===== config.mk =====
export PLATFORM = sky130hd
export DESIGN_NAME = tlik_sqrt
export DESIGN_NICKNAME = d
export VERILOG_FILES = /design/src/design/tlik_sqrt.sv
export SDC_FILE = /design/constraint.sdc
export NUM_CORES = 2
export LEC_CHECK = 0
export ABC_AREA = 0
export ABC_CLOCK_PERIOD_IN_PS = 7000
export BUFFER_PORTS_ARGS = -buffer_cell sky130_fd_sc_hd__buf_4
export CORE_ASPECT_RATIO = 0.5
export CORE_MARGIN = 4
export CORE_UTILIZATION = 50
export DETAILED_ROUTE_END_ITERATION = 7
export GPL_TIMING_DRIVEN = 0
export PLACE_DENSITY = 0.73
export SYNTH_ARGS = -nofsm -noshare
export SYNTH_HDL_FRONTEND = slang
export SYNTH_SLANG_ARGS = --single-unit

===== constraint.sdc =====
create_clock -name clk -period 7 [get_ports clk]
set_input_delay 1.75 -clock clk [delete_from_list [all_inputs] [get_ports clk]]
set_output_delay 1.75 -clock clk [all_outputs]
set_load 0.05 [all_outputs]

===== src/design/tlik_sqrt.sv =====
// Pipelined integer square root for the sine, one result bit per stage.
module tlik_sqrt (
	input logic clk,
	input logic arst_n,
	input logic vld_in,
	input logic [28:0] val_in,
	input logic signed [15:0] c_in,
	input logic unr_in,
	input logic signed [15:0] x_in,
	input logic signed [15:0] y_in,
	input logic [14:0] l1_in,
	input logic [14:0] l2_in,
	output logic vld_out,
	output logic [14:0] s_out,
	output logic signed [15:0] c_out,
	output logic unr_out,
	output logic signed [15:0] x_out,
	output logic signed [15:0] y_out,
	output logic [14:0] l1_out,
	output logic [14:0] l2_out
);

	// 29-bit radicand gives 15 root bits
	localparam int RB = 15;

	logic [RB:0] vld_q;
	logic [29:0] rad_q [RB+1];
	logic [29:0] rem_q [RB+1];
	logic [14:0] root_q [RB+1];
	logic signed [15:0] c_q [RB+1];
	logic [RB:0] unr_q;
	logic signed [15:0] x_q [RB+1];
	logic signed [15:0] y_q [RB+1];
	logic [14:0] l1_q [RB+1];
	logic [14:0] l2_q [RB+1];

	always_ff @(posedge clk or negedge arst_n) begin
		if (!arst_n) begin
			vld_q <= '0;
		end else begin
			vld_q <= {vld_q[RB-1:0], vld_in};
		end
	end

	always_ff @(posedge clk) begin
		rad_q[0] <= {1'b0, val_in};
		rem_q[0] <= '0;
		root_q[0] <= '0;
		c_q[0] <= c_in;
		unr_q[0] <= unr_in;
		x_q[0] <= x_in;
		y_q[0] <= y_in;
		l1_q[0] <= l1_in;
		l2_q[0] <= l2_in;
		for (int i = 0; i < RB; i++) begin
			logic [29:0] t;
			logic [29:0] trial;
			t = {rem_q[i][27:0], rad_q[i][29:28]};
			trial = {13'd0, root_q[i], 2'b01};
			if (t >= trial) begin
				rem_q[i+1] <= t - trial;
				root_q[i+1] <= {root_q[i][13:0], 1'b1};
			end else begin
				rem_q[i+1] <= t;
				root_q[i+1] <= {root_q[i][13:0], 1'b0};
			end
			rad_q[i+1] <= {rad_q[i][27:0], 2'b00};
			c_q[i+1] <= c_q[i];
			unr_q[i+1] <= unr_q[i];
			x_q[i+1] <= x_q[i];
			y_q[i+1] <= y_q[i];
			l1_q[i+1] <= l1_q[i];
			l2_q[i+1] <= l2_q[i];
		end
	end

	assign vld_out = vld_q[RB];
	assign s_out = root_q[RB];
	assign c_out = c_q[RB];
	assign unr_out = unr_q[RB];
	assign x_out = x_q[RB];
	assign y_out = y_q[RB];
	assign l1_out = l1_q[RB];
	assign l2_out = l2_q[RB];

endmodule


==> impl_metrics.toml <==
[cts]
cts-root-buf = "clkbuf_16"
numCtsBuffers = 154
worst_skew_pair.late_latency_ns = 0.76
cts_tree = "done"
cts_resized = 0
htreeDepth = 4
cts_sinks = 1986
hold_buffers = 0
cts_buffer_depth = 3
post_cts_buffers = 0
clk_pin_slew_ns = 0.07

[place]
pre_cts_slack_ns = 2.87
gp_congestion = 0.907
hpwl_um = 49300
port_buffers = 205

[run_status]
status = "finished clean"

[global_routing]
antenna_found_initial = 3
track_usage = 0.135
grt_pass1_vias = 25700
grt_max_degree = 19
grt-ovfl-total = 0
grt_pass1_wl_um = 122000

[yosys]
synth.avg_cell_area_um2 = 13.5
synth_top_area_frac = 0.763
synthTopCellsByCount = "dfxtp_1 (1970), nor2_1 (191), inv_1 (161)"
synth-seq-cells = 1986
synth_most_common_cell = "dfxtp_1"
synthTopCellsByArea = "dfxtp_1 (76%), ha_1 (3.2%), xor2_1 (2.7%)"
synth.distinct_cells = 81
ys_async_sr_fraction = 0.00806
synth_top_area_cell = "dfxtp_1"
synth_warnings = 0
synth_edf_count = 0
synth_cells = 3816
synth_area_mm2 = 0.0517
synthFlopType = "dfxtp_1"
ys_seq_area_frac = 0.770
synth_nets = 4061

[sta]
hold_violations = 0
maxSlewViolCount = 0
final-setup-viol-count = 0
min_period_over_period = 0.594
worstMarginPinSlew_ns = 1.06
worst_slack_ns = 2.84
fin_worst_skew_ns = 0.0293
min_period_ns = 4.16
setup_tns_ns = 0
max_freq_ghz = 0.240
max_slew_margin = 0.292
rsz0062_at_grt = "false"

[job]
cap_violations = 0

[detailed_routing]
post_drt_wl_per_cell_um = 13.2
wirelength_um = 74500
postRouteAntennaNets = 0
vias_per_cell = 4.55
vias = 25700
drt_iter0_markers = 1343
firstDrtPassIters = 5
drc_errors = 0

[worst_hold_path]
hp-class = "reg -> reg"
hold_depth = 0

[power_and_ir_drop]
power_density_mw_per_mm2 = 384
p_leak_nw = 26.1
ir_drop_mv = 0.268

[worst_setup_path]
worst_ep_arrival_time_ns = 4.76
crit_required_ns = 7.60
cp-end-kind = "flip-flop"
path_max_fanout = 10
crit_type = "reg -> reg"
r2r_cells = 9
worstSetupStartpointType = "flip-flop"
r2r_slack_ns = 2.84

[layout]
nets = 4422
syn_to_final_growth_pct = 16.2
drive_gt1_frac = 0.128

[floorplanning]
die_area_mm2 = 0.109
io_pins = 206
die_w_um = 463
start_util = 0.504
num_rows = 83
core_region_area_mm2 = 0.103
die_y_um = 235
## sequential cells by signal, indices dropped and copies added (netlist names)
signal and cells:
y_q 256, vld_q 16, rem_q 347, l1_q 240, root_q 120, l2_q 240
x_q 256, rad_q 239, unr_q 16, c_q 256
## through the flow
stage          power [mW]  std cells  hold WS, ns  utilization  instance area (um^2)
5_1_grt              24.1       5657        0.323        0.585                 60100
2_1_floorplan        14.2       3816        0.310            -                 51700
4_1_cts              23.3       5657        0.311        0.585                 60100
3_5_place_dp         14.7       5381        0.312        0.536                 54900
3_3_place_gp         14.6       5381        0.310        0.536                 54900
6_report             23.0       5658        0.307        0.585                 60100
## final timing paths
| kind | from | endpoint |
|---|---|---|
| max in group asynchronous | arst_n | vld_q[15] |
| min | rad_q[0][24] | rad_q[0][56] |
| min in group asynchronous | arst_n | vld_q[0] |
| min reg2reg | rad_q[0][24] | rad_q[0][56] |
| max reg2reg | root_q[13][4] | rem_q[1][190] |
| max | root_q[13][4] | rem_q[1][190] |
## metal layers
layer / vias to the layer above / share of wire / global-route usage
li1: 13300 / - / -
met1: 11700 / 0.43 / 0.154
met2: 525 / 0.49 / 0.237
met3: 203 / 0.048 / 0.0365
met4: 6 / 0.032 / 0.0568
met5: - / 0.00056 / 0
## cell type report
class	count	area (um^2)
multi-input cells	1577	10700
diodes	1	2.50
plain buffers	88	523
inverters	165	619
repair buffers	205	1540
well taps	1360	1700
clock buffers	221	4460
clock inverters	55	662
fillers	7914	42500
flip-flops and latches	1986	39800
## where the power goes
| group | switching [mW] | internal, mW |
|---|---|---|
| combinational | 0.807 | 0.707 |
| clock | 3.88 | 4.70 |
| sequential | 0.596 | 12.4 |
| total | 5.28 | 17.8 |
## critical path, stage by stage (launching register included)
cell and delay (ns):
dfxtp_1 0.36, inv_1 0.06, ha_1 0.40, nand4_1 0.23
a2111oi_0 0.89, nor4b_1 0.20, o31ai_1 0.78, clkbuf_1 0.47
clkbuf_1 0.45, a21oi_1 0.15
## layout by cell type (no fill, tap or decap), types with 9 or more instances in the layout
cell type  instances
nand2b_1          38
nand4_1           23
o21a_1            26
nand3_1           43
o21ai_0           79
xor2_1           159
dfxtp_1         1970
o211ai_1          15
clkbuf_1          68
o31ai_1           19
a21o_1            26
or3_1             40
dfrtp_1           16
buf_4            251
clkinv_2          22
mux2_2            14
o41ai_1           11
a211oi_1           9
nor4_1            58
nor2b_1           19
nand2_1          135
or4_1             26
inv_1            161
o21bai_1           9
ha_1             134
a21oi_1          136
xnor2_1          117
nor3_1            96
clkbuf_8          31
or2_2             18
nor2_1           191
clkbuf_16        156
## logic make-up after synthesis
family | synth area share
flip-flops | 0.770
buffers and inverters | 0.0221
AO/OA/AOI/OAI | 0.0484
AND/OR/NAND/NOR | 0.0755
XOR/XNOR | 0.0468
adder cells (fa/ha/maj) | 0.0324
multiplexers | 0.00431
other | 0.0000725
(Power assumes the default switching activity.)
