`config.mk`:
```
export PLATFORM = sky130hd
export DESIGN_NAME = tlik_divide
export DESIGN_NICKNAME = d
export VERILOG_FILES = /design/src/design/tlik_divide.sv
export SDC_FILE = /design/constraint.sdc
export NUM_CORES = 2
export LEC_CHECK = 0
export ABC_AREA = 1
export ABC_CLOCK_PERIOD_IN_PS = 3600
export CORE_MARGIN = 2
export CORE_UTILIZATION = 59
export CTS_CLUSTER_DIAMETER = 30
export DETAILED_ROUTE_END_ITERATION = 10
export DONT_BUFFER_PORTS = 1
export HOLD_SLACK_MARGIN = 0.08
export PLACE_DENSITY = 0.75
export SLEW_MARGIN = 0
export SYNTH_ARGS = -nofsm -noshare
export SYNTH_HDL_FRONTEND = slang
export SYNTH_SLANG_ARGS = --single-unit
export TNS_END_PERCENT = 100
```
`constraint.sdc`:
```
create_clock -name clk -period 3.6 [get_ports clk]
set_input_delay 0.9 -clock clk [delete_from_list [all_inputs] [get_ports clk]]
set_output_delay 0.9 -clock clk [all_outputs]
set_load 0.005 [all_outputs]
```
`src/design/tlik_divide.sv`:
```
// Pipelined restoring divider for the cosine quotient, one quotient bit per stage.
module tlik_divide (
	input logic clk,
	input logic arst_n,
	input logic vld_in,
	input logic [31:0] num_in,
	input logic [30:0] den_in,
	input logic neg_in,
	input logic signed [15:0] x_in,
	input logic signed [15:0] y_in,
	input logic [14:0] l1_in,
	input logic [14:0] l2_in,
	output logic vld_out,
	output logic [15:0] quo_out,
	output logic unr_out,
	output logic neg_out,
	output logic signed [15:0] x_out,
	output logic signed [15:0] y_out,
	output logic [14:0] l1_out,
	output logic [14:0] l2_out
);

	// Quotient beyond 2^14 is clamped anyway, so 16 bits of quotient suffice
	localparam int QB = 16;

	logic [QB:0] vld_q;
	logic [31:0] rem_q [QB+1];
	logic [30:0] den_q [QB+1];
	logic [QB-1:0] quo_q [QB+1];
	logic [QB:0] ovf_q;
	logic [QB:0] unr_q;
	logic [QB:0] neg_q;
	logic [QB:0] zden_q;
	logic signed [15:0] x_q [QB+1];
	logic signed [15:0] y_q [QB+1];
	logic [14:0] l1_q [QB+1];
	logic [14:0] l2_q [QB+1];

	// Stage 0: form dividend = |num|*2^14 + den/2, split against den*2^16
	logic [46:0] dvd0;
	assign dvd0 = {1'b0, num_in, 14'd0} + 47'(den_in >> 1);

	always_ff @(posedge clk or negedge arst_n) begin
		if (!arst_n) begin
			vld_q <= '0;
		end else begin
			vld_q <= {vld_q[QB-1:0], vld_in};
		end
	end

	always_ff @(posedge clk) begin
		// anything at or above den*2^16 saturates
		ovf_q[0] <= (dvd0[46:QB] >= den_in);
		rem_q[0] <= (dvd0[46:QB] >= den_in) ? 32'd0 : {1'b0, dvd0[46:QB]};
		quo_q[0] <= dvd0[QB-1:0];
		den_q[0] <= den_in;
		unr_q[0] <= (den_in == 31'd0) ? (num_in != 32'd0) : ({1'b0, num_in} > {2'b0, den_in});
		zden_q[0] <= den_in == 31'd0;
		neg_q[0] <= neg_in;
		x_q[0] <= x_in;
		y_q[0] <= y_in;
		l1_q[0] <= l1_in;
		l2_q[0] <= l2_in;
		for (int i = 0; i < QB; i++) begin
			logic [32:0] t;
			t = {rem_q[i], quo_q[i][QB-1]};
			if (t >= {2'b0, den_q[i]}) begin
				rem_q[i+1] <= 32'(t - {2'b0, den_q[i]});
				quo_q[i+1] <= {quo_q[i][QB-2:0], 1'b1};
			end else begin
				rem_q[i+1] <= t[31:0];
				quo_q[i+1] <= {quo_q[i][QB-2:0], 1'b0};
			end
			den_q[i+1] <= den_q[i];
			ovf_q[i+1] <= ovf_q[i];
			unr_q[i+1] <= unr_q[i];
			zden_q[i+1] <= zden_q[i];
			neg_q[i+1] <= neg_q[i];
			x_q[i+1] <= x_q[i];
			y_q[i+1] <= y_q[i];
			l1_q[i+1] <= l1_q[i];
			l2_q[i+1] <= l2_q[i];
		end
	end

	assign vld_out = vld_q[QB];
	assign quo_out = (ovf_q[QB] || zden_q[QB]) ? 16'hFFFF : quo_q[QB];
	assign unr_out = unr_q[QB];
	assign neg_out = neg_q[QB] && !zden_q[QB];
	assign x_out = x_q[QB];
	assign y_out = y_q[QB];
	assign l1_out = l1_q[QB];
	assign l2_out = l2_q[QB];

endmodule

```
==> results.tsv <==
metric	value	unit
worstMarginPinSlew	1.002	ns
syn_to_final_growth	16.31	%
maxSlewViolCount	0	
synth_area	0.09652	mm2
clk_path_buf_depth	4	
post-place-cells	15010	
switchingPower	46320	uW
slowest_delay	0.57	ns
vias	81350	
ant_nets	0	
nets	14010	
synthAdderAreaFrac	0.07773	
clkLatencyLatePin	0.99	ns
cts_buffers	356	
cts_max_level	5	
io_buffer_count	0	
ir_drop	836.4	uV
clkTransAtPathRegs	0.07	ns
drt_first_pass_iters	11	
core_area	0.1626	mm2
postCtsSetupBuffers	0	
crit_path_start_kind	flip-flop	
grt-ovfl-total	0	
cts.sinks	2285	
combPwrFrac	0.387	
final_util	0.6905	
synth_warnings	0	
initial_core_util	0.5936	
grt_max_degree	36	
synth_xor_area_frac	0.02069	
root_buffer	clkbuf_16	
timing.fmax	307.1	MHz
p_leak	0.06098	uW
final_cells	15750	
drc	1	
post-route-period-util	0.9045	
finalSetupViolCount	0	
total_power	112300	uW
fp-row-count	148	
violations	DRC	
hold_slack	0.1612	ns
wl	301.4	mm
via_per_inst	5.164	
worst_clock_skew	0.1122	ns
hold_path.class	input port to flip-flop	
cellPowerDensity	1001	mW/mm2
cp_slowest_cell	dfxtp_1	
status	finished with violations	
antenna_found_initial	20	
synth.area.mux_share	0	
grt_pass1_vias	80590	
drive_above_1_share	0.07104	
hold_violations	0	
synthSimpleGateAreaFrac	0.2920	
seq_power_share	0.300	
crit_arrival	4.12	ns
startpoint	den_q[0][212]	
synth.top_cell.area_share	0.4704	
power.share.clock	0.314	
gp_congestion	1.037	
crit_fanout	35	
die_y	408.5	um
r2r_cells	12	
syn-num-nets	13580	
cp-end-kind	flip-flop	
synth_top_family_by_area	simple AND/OR/NAND/NOR gates	
crit_path_cell_trace	inv_1, ha_1, nand2_1, nor2_1, nand2_1, nor2_1, nand2_2, a21oi_4, nor2_4, nand2_4, nand3_1, nand2_1	
path_common_cell	nand2_1	
layout_min_cycle_time	3.256	ns
rrSetupSlack	0.34	ns
critical_path_class	flip-flop to flip-flop	
min-delay-start	num_in[31]	
grt_setup_unrepaired	false	
placed_area	0.09889	mm2
synthCells	12860	
synthTopCellsByArea	dfxtp_1, nand2_1, inv_1	
yosys.area.top_type	dfxtp_1	
track_usage	0.3555	
ys_seq_area_frac	0.4748	
grt_pass1_wl	458.6	mm
cts_tree	yes	
ys_ff_latch	2285	
rr_startpoint	den_q[0][212]	
swShare	0.4124	
cap_violations	0	
internal_power	66000	uW
wl_per_cell	19.14	um
timing.rr.end	rem_q[7][29]	
ios	210	
place_hpwl	225.4	mm
fin_area	0.1123	mm2
drtIter0Drc	7452	
synth_compound_area_frac	0.02261	
yosys.cell_types.count	43	
synth_area_per_cell	7.506	um2
die-area	0.1668	mm2
setup.worst_path.end	rem_q[7][29]	
fp.dieW	408.5	um
required	4.47	ns
max-slew-margin-rel	0.3305	
area by class of cell:
cell class	instances	area, um2
Timing Repair Buffer	229	1997
Inverter	2510	9437
Clock buffer	401	9383
Antenna cell	8	20.02
Clock inverter	236	3008
Sequential cell	2285	45830
Multi-Input combinational cell	7909	39870
Fill cell	13150	50320
Tap cell	2175	2721
Yosys cell counts (all sizes together):
| cell | count |
|---|---|
| clkbuf | 3 |
| a21oi | 324 |
| and2 | 116 |
| xnor2 | 17 |
| or2 | 7 |
| nor4b | 1 |
| o21a | 4 |
| nand4 | 74 |
| nor3b | 2 |
| a21o | 2 |
| and3 | 6 |
| inv | 2510 |
| dfxtp | 2268 |
| nand2 | 4642 |
| dfrtp | 17 |
| ha | 574 |
| nor3 | 103 |
| nor2 | 733 |
| o211ai | 1 |
| nor4 | 21 |
| xor2 | 211 |
| nand3b | 175 |
| buf | 152 |
| o21bai | 24 |
| o21ai | 55 |
| nand3 | 801 |
| fa | 16 |
worst min path at each step:
stage	to	slack, ns	cells past startpoint
CTS	rem_q[0][29]	0.12	3
global placement	l2_q[0][170]	0.31	0
floorplan	l1_q[10][0]	0.31	0
finish	rem_q[0][29]	0.16	3
detailed placement	y_q[0][140]	0.31	0
global route	rem_q[0][29]	0.16	3
through the flow:
| step | setup TNS [ns] | setup slack (ns) |
|---|---|---|
| global route | 0 | 0.1141 |
| floorplan | 0 | 0.01475 |
| global placement | -16.77 | -0.5391 |
| CTS | 0 | 0.4686 |
| detailed placement | -12.85 | -0.4612 |
| finish | 0 | 0.3439 |
state kept, by name, indices dropped and copies added, names as in the netlist:
name	count
ovf_q	17
quo_q	139
zden_q	17
l2_q	255
unr_q	17
den_q	496
l1_q	255
rem_q	511
y_q	272
neg_q	17
x_q	272
vld_q	17
cell families (layout without fill, tap and decap cells):
kind of cell | Yosys count | in the layout
other | 0 | 8
XOR/XNOR | 228 | 228
AND/OR/NAND/NOR | 6681 | 6681
flip-flops | 2285 | 2285
buffers and inverters | 2665 | 3376
adder cells (fa/ha/maj) | 590 | 590
AO/OA/AOI/OAI | 410 | 410
cells in the final DEF, fill, tap and decap left out, drive strengths merged:
| master | instances |
|---|---|
| nand3b | 175 |
| diode | 8 |
| a21oi | 324 |
| dfrtp | 17 |
| nand4 | 74 |
| nand2 | 4642 |
| o21a | 4 |
| clkbuf | 401 |
| o211ai | 1 |
| clkinv | 66 |
| xnor2 | 17 |
| and3 | 6 |
| nor3 | 103 |
| bufinv | 41 |
| xor2 | 211 |
| nor2 | 733 |
| nor4b | 1 |
| dlygate4sd3 | 96 |
| ha | 574 |
| nor4 | 21 |
| o21ai | 55 |
| clkinvlp | 34 |
| or2 | 7 |
| nand3 | 801 |
| dfxtp | 2268 |
| a21o | 2 |
| nor3b | 2 |
| and2 | 116 |
| o21bai | 24 |
| fa | 16 |
| buf | 133 |
| inv | 2605 |
layer usage:
| metal | vias up | part of all wire | global-route usage |
|---|---|---|---|
| li1 | 39700 | - | - |
| met1 | 36770 | 0.39 | 0.4242 |
| met2 | 3696 | 0.46 | 0.5935 |
| met3 | 1180 | 0.074 | 0.06207 |
| met4 | 8 | 0.070 | 0.2240 |
| met5 | - | 0.00016 | 0 |
critical path, delay by kind of cell, from the launching register on:
| family | cells | cell delay [ns] |
|---|---|---|
| AOI/OAI and AO/OA | 1 | 0.15 |
| adders and majority gates | 1 | 0.43 |
| buffers and inverters | 1 | 0.12 |
| DFF | 1 | 0.57 |
| and+or+nand+nor | 9 | 1.83 |
power groups by stage:
stage / combinational (uW) / clock (uW) / sequential [uW]
after floorplan: 30900 / 0 / 31900
after global placement: 40800 / 0 / 33800
after detailed placement: 41300 / 0 / 33900
after CTS: 42400 / 35500 / 33500
after global routing: 48300 / 36700 / 33800
final: 43400 / 35200 / 33700
timing repair:
item,in CTS,in global routing
hold endpoints to repair,112,0
resized for setup,0,0
setup endpoints to repair,0,0
hold buffers,96,0
(Power assumes the default switching activity.)
