==> config.mk <==
export PLATFORM = sky130hd
export DESIGN_NAME = tlik_cell
export DESIGN_NICKNAME = d
export VERILOG_FILES = /design/src/design/tlik_pkg.sv /design/src/design/tlik_cell.sv
export SDC_FILE = /design/constraint.sdc
export NUM_CORES = 1
export LEC_CHECK = 0
export BUFFER_PORTS_ARGS = -buffer_cell sky130_fd_sc_hd__clkbuf_2
export CAP_MARGIN = 20
export CORE_MARGIN = 2
export CORE_UTILIZATION = 56
export CTS_CLUSTER_SIZE = 14
export DETAILED_ROUTE_END_ITERATION = 16
export PLACE_DENSITY = 0.81
export SLEW_MARGIN = 20
export SYNTH_ARGS = -nofsm -noshare
export SYNTH_HDL_FRONTEND = slang
export SYNTH_SLANG_ARGS = --single-unit
==> constraint.sdc <==
create_clock -name clk -period 0.8 [get_ports clk]
set_input_delay 0.16 -clock clk [delete_from_list [all_inputs] [get_ports clk]]
set_output_delay 0.16 -clock clk [all_outputs]
set_load 0.01 [all_outputs]
==> src/design/tlik_pkg.sv <==
// Shared types, constants and functions for the two-link inverse kinematics core.
package tlik_pkg;

	localparam int CORDIC_MAX = 24;
	localparam int ANGLE_W = 32;
	localparam int VEC_W = 56;

	localparam logic signed [ANGLE_W-1:0] PI_Q29 = 32'sd1686629713;
	localparam logic signed [15:0] PI_Q13 = 16'sd25736;
	localparam logic [14:0] ONE_Q14 = 15'd16384;

	// Arctangent of 2^-i in Q2.29
	function automatic logic signed [ANGLE_W-1:0] atan_q29(input logic [4:0] i);
		logic signed [ANGLE_W-1:0] r;
		case (i)
			5'd0: r = 32'sd421657428;
			5'd1: r = 32'sd248918915;
			5'd2: r = 32'sd131521918;
			5'd3: r = 32'sd66762579;
			5'd4: r = 32'sd33510843;
			5'd5: r = 32'sd16771758;
			5'd6: r = 32'sd8387925;
			5'd7: r = 32'sd4194219;
			5'd8: r = 32'sd2097141;
			5'd9: r = 32'sd1048575;
			5'd10: r = 32'sd524288;
			5'd11: r = 32'sd262144;
			5'd12: r = 32'sd131072;
			5'd13: r = 32'sd65536;
			5'd14: r = 32'sd32768;
			5'd15: r = 32'sd16384;
			5'd16: r = 32'sd8192;
			5'd17: r = 32'sd4096;
			5'd18: r = 32'sd2048;
			5'd19: r = 32'sd1024;
			5'd20: r = 32'sd512;
			5'd21: r = 32'sd256;
			5'd22: r = 32'sd128;
			5'd23: r = 32'sd64;
			default: r = '0;
		endcase
		return r;
	endfunction

	// One vector travelling through the CORDIC row
	typedef struct packed {
		logic signed [VEC_W-1:0] x;
		logic signed [VEC_W-1:0] y;
		logic signed [ANGLE_W-1:0] z;
	} vec_t;

	// Side data carried along with the vectors
	typedef struct packed {
		logic unr;
	} side_t;

endpackage

==> src/design/tlik_cell.sv <==
// One CORDIC vectoring cell: a micro-rotation of two vectors at a fixed shift.
module tlik_cell import tlik_pkg::*; #(
	parameter int SHIFT = 0
) (
	input logic clk,
	input logic arst_n,
	input logic vld_in,
	input vec_t va_in,
	input vec_t vb_in,
	input side_t side_in,
	output logic vld_out,
	output vec_t va_out,
	output vec_t vb_out,
	output side_t side_out
);

	function automatic vec_t rot(input vec_t v);
		vec_t r;
		logic signed [VEC_W-1:0] xs;
		logic signed [VEC_W-1:0] ys;
		xs = v.x >>> SHIFT;
		ys = v.y >>> SHIFT;
		if (!v.y[VEC_W-1]) begin
			r.x = v.x + ys;
			r.y = v.y - xs;
			r.z = v.z + atan_q29(5'(SHIFT));
		end else begin
			r.x = v.x - ys;
			r.y = v.y + xs;
			r.z = v.z - atan_q29(5'(SHIFT));
		end
		return r;
	endfunction

	always_ff @(posedge clk or negedge arst_n) begin
		if (!arst_n) begin
			vld_out <= 1'b0;
		end else begin
			vld_out <= vld_in;
		end
	end

	always_ff @(posedge clk) begin
		va_out <= rot(va_in);
		vb_out <= rot(vb_in);
		side_out <= side_in;
	end

endmodule

==> qor.json, run 1 <==
{
  "primary_flip_flop_cell_chosen_by_synthesis_mapping": {"value": "sky130_fd_sc_hd__dfxtp_1"},
  "post_cts_resize_count": {"value": 784},
  "floorplan.io_pins": {"value": 582},
  "toolErrorMsg": {"value": "[ERROR DPL-0033] detailed placement checks failed during check placement."},
  "gp_routability_congestion": {"value": 1.13},
  "tritoncts_num_sinks": {"value": 288},
  "io_buffers": {"value": 581},
  "failed_stage": {"value": "clock tree synthesis"},
  "synth_compound_gate_area_share": {"value": 30.0, "unit": "%"},
  "dominant_combinational_cell_family_by_area_after_synthesis": {"value": "compound AO/OA/AOI/OAI gates"},
  "num_cts_buffers": {"value": 38},
  "post_synthesis_adder_cell_area_fraction": {"value": 18.0, "unit": "%"},
  "yosysMostFrequentCell": {"value": "sky130_fd_sc_hd__a21oi_1"},
  "die_w": {"value": 235, "unit": "um"},
  "yosysSeqAreaShare": {"value": 19.2, "unit": "%"},
  "synth.distinct_cells": {"value": 101},
  "synth-edff-count": {"value": 0},
  "post-cts-setup-buffers": {"value": 151},
  "ctsHoldBuffers": {"value": 15},
  "synthesis.yosys.warnings": {"value": 0},
  "synth_mux_area_share": {"value": 1.87, "unit": "%"},
  "synth_common_cells": {"value": "537 x sky130_fd_sc_hd__a21oi_1, 418 x sky130_fd_sc_hd__ha_1, 357 x sky130_fd_sc_hd__inv_1"},
  "root_driver": {"value": "sky130_fd_sc_hd__clkbuf_16"},
  "synth_xor_area_share": {"value": 7.68, "unit": "%"},
  "synth_simple_gate_area_share": {"value": 16.2, "unit": "%"},
  "row_count": {"value": 84},
  "run_status": {"value": "did not finish"},
  "synth.avg_cell_area": {"value": 7.46, "unit": "um^2"},
  "post-synth-top-area-fraction": {"value": 19.2, "unit": "%"},
  "synth_async_sr_flop_share": {"value": 0.347, "unit": "%"},
  "cts_buffer_depth": {"value": 3},
  "synthesis.nets": {"value": 4737},
  "placement.cell_area": {"value": 46200, "unit": "um^2"},
  "synth-seq-cells": {"value": 288},
  "synth.cell_area": {"value": 30000, "unit": "um^2"},
  "chipHeight": {"value": 235, "unit": "um"},
  "cts_max_level": {"value": 2},
  "synth_top_cell_by_area": {"value": "sky130_fd_sc_hd__dfxtp_1"},
  "dpl.hpwl": {"value": 125000, "unit": "um"},
  "post_synth_inst_count": {"value": 4019},
  "synth_area_leaders": {"value": "sky130_fd_sc_hd__dfxtp_1 19%, sky130_fd_sc_hd__ha_1 17%, sky130_fd_sc_hd__a21oi_1 9.0%"},
  "initial_core_util": {"value": 56.9, "unit": "%"}
}
cell families after synthesis:
| logic type | Yosys count |
|---|---|
| compound gates | 1434 |
| xor+xnor | 263 |
| fa+ha+maj | 426 |
| buf+inv | 544 |
| flops | 288 |
| mux | 56 |
| simple gates | 1008 |
per-stage QoR:
stage	instances	setup slack [ns]	setup TNS (ns)
2_1_floorplan	4019	-1.98	-363.49
3_3_place_gp	6625	-2.37	-486.38
3_5_place_dp	6625	-2.53	-512.28
==> run 2, diff against run 1 <==
Settings changed: CORE_UTILIZATION 56 to 40, CTS_CLUSTER_SIZE 14 to unset, PLACE_DENSITY 0.81 to unset, PLACE_DENSITY_LB_ADDON set to 0.15.
==> qor.json, run 2 <==
{
  "run_status": {"value": "complete, but fails checks"},
  "failed_checks": {"value": "negative hold slack, negative setup slack"},
  "floorplan.io_pins": {"value": 582},
  "tritoncts_num_sinks": {"value": 288},
  "global_route_wire_length_before_repair": {"value": 234000, "unit": "um"},
  "final_cell_mix": {"value": "1654 x sky130_fd_sc_hd__buf_4, 489 x sky130_fd_sc_hd__clkbuf_2, 341 x sky130_fd_sc_hd__a21oi_1"},
  "worst_path_dominant_cell_family": {"value": "compound AO/OA/AOI/OAI gates"},
  "detail_route_antenna_nets": {"value": 0},
  "fillerInstances": {"value": 5126},
  "yosysSeqAreaShare": {"value": 19.2, "unit": "%"},
  "post-synth-top-area-fraction": {"value": 19.2, "unit": "%"},
  "die-area": {"value": 77200, "unit": "um^2"},
  "postLayoutCoreUtil": {"value": 77.6, "unit": "%"},
  "routed_wire_length_per_instance": {"value": 22.5, "unit": "um"},
  "antenna_found_initial": {"value": 20},
  "gp_routability_congestion": {"value": 1.05},
  "synth.avg_cell_area": {"value": 7.46, "unit": "um^2"},
  "io_buffers": {"value": 581},
  "synthesis.yosys.warnings": {"value": 0},
  "critical_path.max_fanout": {"value": 3},
  "power.total": {"value": 88.8, "unit": "mW"},
  "share_of_cells_above_drive_strength_1": {"value": 56.5, "unit": "%"},
  "post-route-drc-count": {"value": 0},
  "critPathSlowestCell": {"value": "sky130_fd_sc_hd__o2111a_2"},
  "core": {"value": 74300, "unit": "um^2"},
  "synth-seq-cells": {"value": 288},
  "power_per_cell_area": {"value": 1540, "unit": "nW/um^2"},
  "area_growth": {"value": 92.2, "unit": "%"},
  "critPathMaxStageDelay": {"value": 0.36, "unit": "ns"},
  "hold_slack": {"value": -0.0612, "unit": "ns"},
  "post_route_fraction_of_the_period_consumed_by_the_critical_path": {"value": 327, "unit": "%"},
  "rsz0062_at_grt": {"value": "yes"},
  "timing.critical_path.buf_inv": {"value": 5},
  "synth-edff-count": {"value": 0},
  "slew_headroom": {"value": 49.2, "unit": "%"},
  "nNetsFinal": {"value": 7047},
  "detailedRoute.firstPassIterationCount": {"value": 6},
  "worstPathArrival": {"value": 3.15, "unit": "ns"},
  "synth_area_leaders": {"value": "sky130_fd_sc_hd__dfxtp_1 19%, sky130_fd_sc_hd__ha_1 17%, sky130_fd_sc_hd__a21oi_1 9.0%"},
  "max-vdd-ir-drop": {"value": 1860, "unit": "uV"},
  "num_cts_buffers": {"value": 40},
  "tritoncts": {"value": "yes"},
  "drv_slew": {"value": 0},
  "min_period": {"value": 2.62, "unit": "ns"},
  "cts_buffer_depth": {"value": 3},
  "path_clk_slew": {"value": 0.07, "unit": "ns"},
  "vias": {"value": 42000},
  "power.static_leakage": {"value": 27.3, "unit": "nW"},
  "dpl.hpwl": {"value": 121000, "unit": "um"},
  "cpMostUsedCell": {"value": "sky130_fd_sc_hd__buf_4"},
  "crit_path_cell_trace": {"value": "clkbuf_2, buf_4, ha_1, nor2b_1, o21ai_0, nand2_1, o2111a_2, o311ai_4, buf_6, a211oi_4, buf_4, nor3_4, buf_4, nor3_2, a31oi_1, xnor2_1"},
  "row_count": {"value": 100},
  "highest_clock_frequency_the_design_can_meet": {"value": 0.382, "unit": "GHz"},
  "finish.instance_area": {"value": 57700, "unit": "um^2"},
  "final_common_cell": {"value": "sky130_fd_sc_hd__buf_4"},
  "worst-setup-path-type": {"value": "input pin to register"},
  "synth_async_sr_flop_share": {"value": 0.347, "unit": "%"},
  "required": {"value": 1.34, "unit": "ns"},
  "holdCritPathClass": {"value": "input pin to register"},
  "dr.first_iter.drc_count": {"value": 4312},
  "overflow": {"value": 0},
  "cts_max_level": {"value": 2},
  "initial_core_util": {"value": 40.4, "unit": "%"},
  "die_w": {"value": 278, "unit": "um"},
  "placement.cell_area": {"value": 47400, "unit": "um^2"},
  "setup.worst_path.start_class": {"value": "input pin"},
  "finalHoldViolCount": {"value": 5},
  "setup_violations": {"value": 561},
  "synth_common_cells": {"value": "537 x sky130_fd_sc_hd__a21oi_1, 418 x sky130_fd_sc_hd__ha_1, 357 x sky130_fd_sc_hd__inv_1"},
  "totalWireLength": {"value": 165000, "unit": "um"},
  "worst_pin_slew": {"value": 0.762, "unit": "ns"},
  "drt-vias-per-instance": {"value": 5.72},
  "root_driver": {"value": "sky130_fd_sc_hd__clkbuf_16"},
  "synth.distinct_cells": {"value": 101},
  "max_cap_violations": {"value": 0},
  "primary_flip_flop_cell_chosen_by_synthesis_mapping": {"value": "sky130_fd_sc_hd__dfxtp_1"},
  "final.setup.worst_slack": {"value": -1.82, "unit": "ns"},
  "critical_path.endpoint_type": {"value": "register"},
  "gr-usage-all-layers": {"value": 38.7, "unit": "%"},
  "via_count_of_the_first_global_routing_pass": {"value": 41100},
  "largestRegisters": {"value": "va_out: 143 flops, vb_out: 143 flops"},
  "chipHeight": {"value": 278, "unit": "um"},
  "synthesis.nets": {"value": 4737},
  "pin_count_of_the_biggest_net_entering_global_routing": {"value": 71},
  "synth.cell_area": {"value": 30000, "unit": "um^2"},
  "post_synth_inst_count": {"value": 4019},
  "synth_top_cell_by_area": {"value": "sky130_fd_sc_hd__dfxtp_1"},
  "yosysMostFrequentCell": {"value": "sky130_fd_sc_hd__a21oi_1"}
}
## run 2: worst min-delay path, stage by stage
cell                       delay, ns
sky130_fd_sc_hd__clkbuf_2       0.08
sky130_fd_sc_hd__ha_1           0.17
sky130_fd_sc_hd__xnor2_1        0.08
## run 2: through the flow
| stage | TNS [ns] | worst slack, ns | std cells |
|---|---|---|---|
| floorplan | -363.49 | -1.98 | 4019 |
| detailed placement | -510.19 | -2.59 | 7022 |
| finish | -450.39 | -1.82 | 7345 |
| global placement | -503.97 | -2.50 | 7022 |
| CTS | -422.21 | -1.63 | 7248 |
| global route | -468.25 | -1.85 | 7337 |
## run 2: cell type report
| class | instances | area (um^2) | area share, % |
|---|---|---|---|
| Multi-Input combinational cell | 3187 | 28600 | 49.6 |
| Timing Repair inverter | 1 | 16.3 | 0.0282 |
| Antenna cell | 16 | 40.0 | 0.0694 |
| Clock inverter | 24 | 352 | 0.610 |
| Inverter | 377 | 1640 | 2.84 |
| Sequential cell | 288 | 6000 | 10.4 |
| Clock buffer | 49 | 1050 | 1.83 |
| Tap cell | 969 | 1210 | 2.10 |
| Timing Repair Buffer | 2434 | 18800 | 32.5 |
## run 2: kinds of logic (layout without fill, tap and decap cells)
family / Yosys count / in the layout / share of synthesized area [%]
XOR/XNOR: 263 / 263 / 7.68
multiplexers: 56 / 56 / 1.87
AND/OR/NAND/NOR: 1008 / 1008 / 16.2
other: 0 / 16 / 0
adder cells (fa/ha/maj): 426 / 426 / 18.0
buffers and inverters: 544 / 2885 / 6.97
flip-flops: 288 / 288 / 19.2
AO/OA/AOI/OAI: 1434 / 1434 / 30.0
## run 2: routing by layer
layer	share of wire, %	GRT usage [%]	vias to the layer above
met5	0.056	0	-
met2	45	63.4	2505
met1	38	47.1	19700
met4	7.8	23.1	14
met3	9.6	7.23	796
li1	-	-	19000
## run 2: worst paths after layout
check,from,cells past startpoint,slack [ns],to
worst min-delay path,vb_in[30],3,-0.06,vb_out[30]
max in group asynchronous,arst_n,3,0.29,vld_out
worst max-delay path,vb_in[39],16,-1.82,vb_out[83]
min in group asynchronous,arst_n,3,0.40,vld_out
## run 2: where the power goes
| group | switching, mW | internal, mW | leakage [nW] |
|---|---|---|---|
| sequential | 1.94 | 18.3 | 2.44 |
| clock | 7.98 | 11.8 | 0.680 |
| combinational | 25.2 | 23.7 | 24.2 |
## run 2: repair_timing
action	CTS	global route
setup endpoints to repair	561	562
hold buffers	14	2
cloned	9	0
hold endpoints to repair	31	7
buffers inserted	150	104
gates resized for setup	1092	453
pin swaps	416	344
Power figures use the tool's default switching activity.
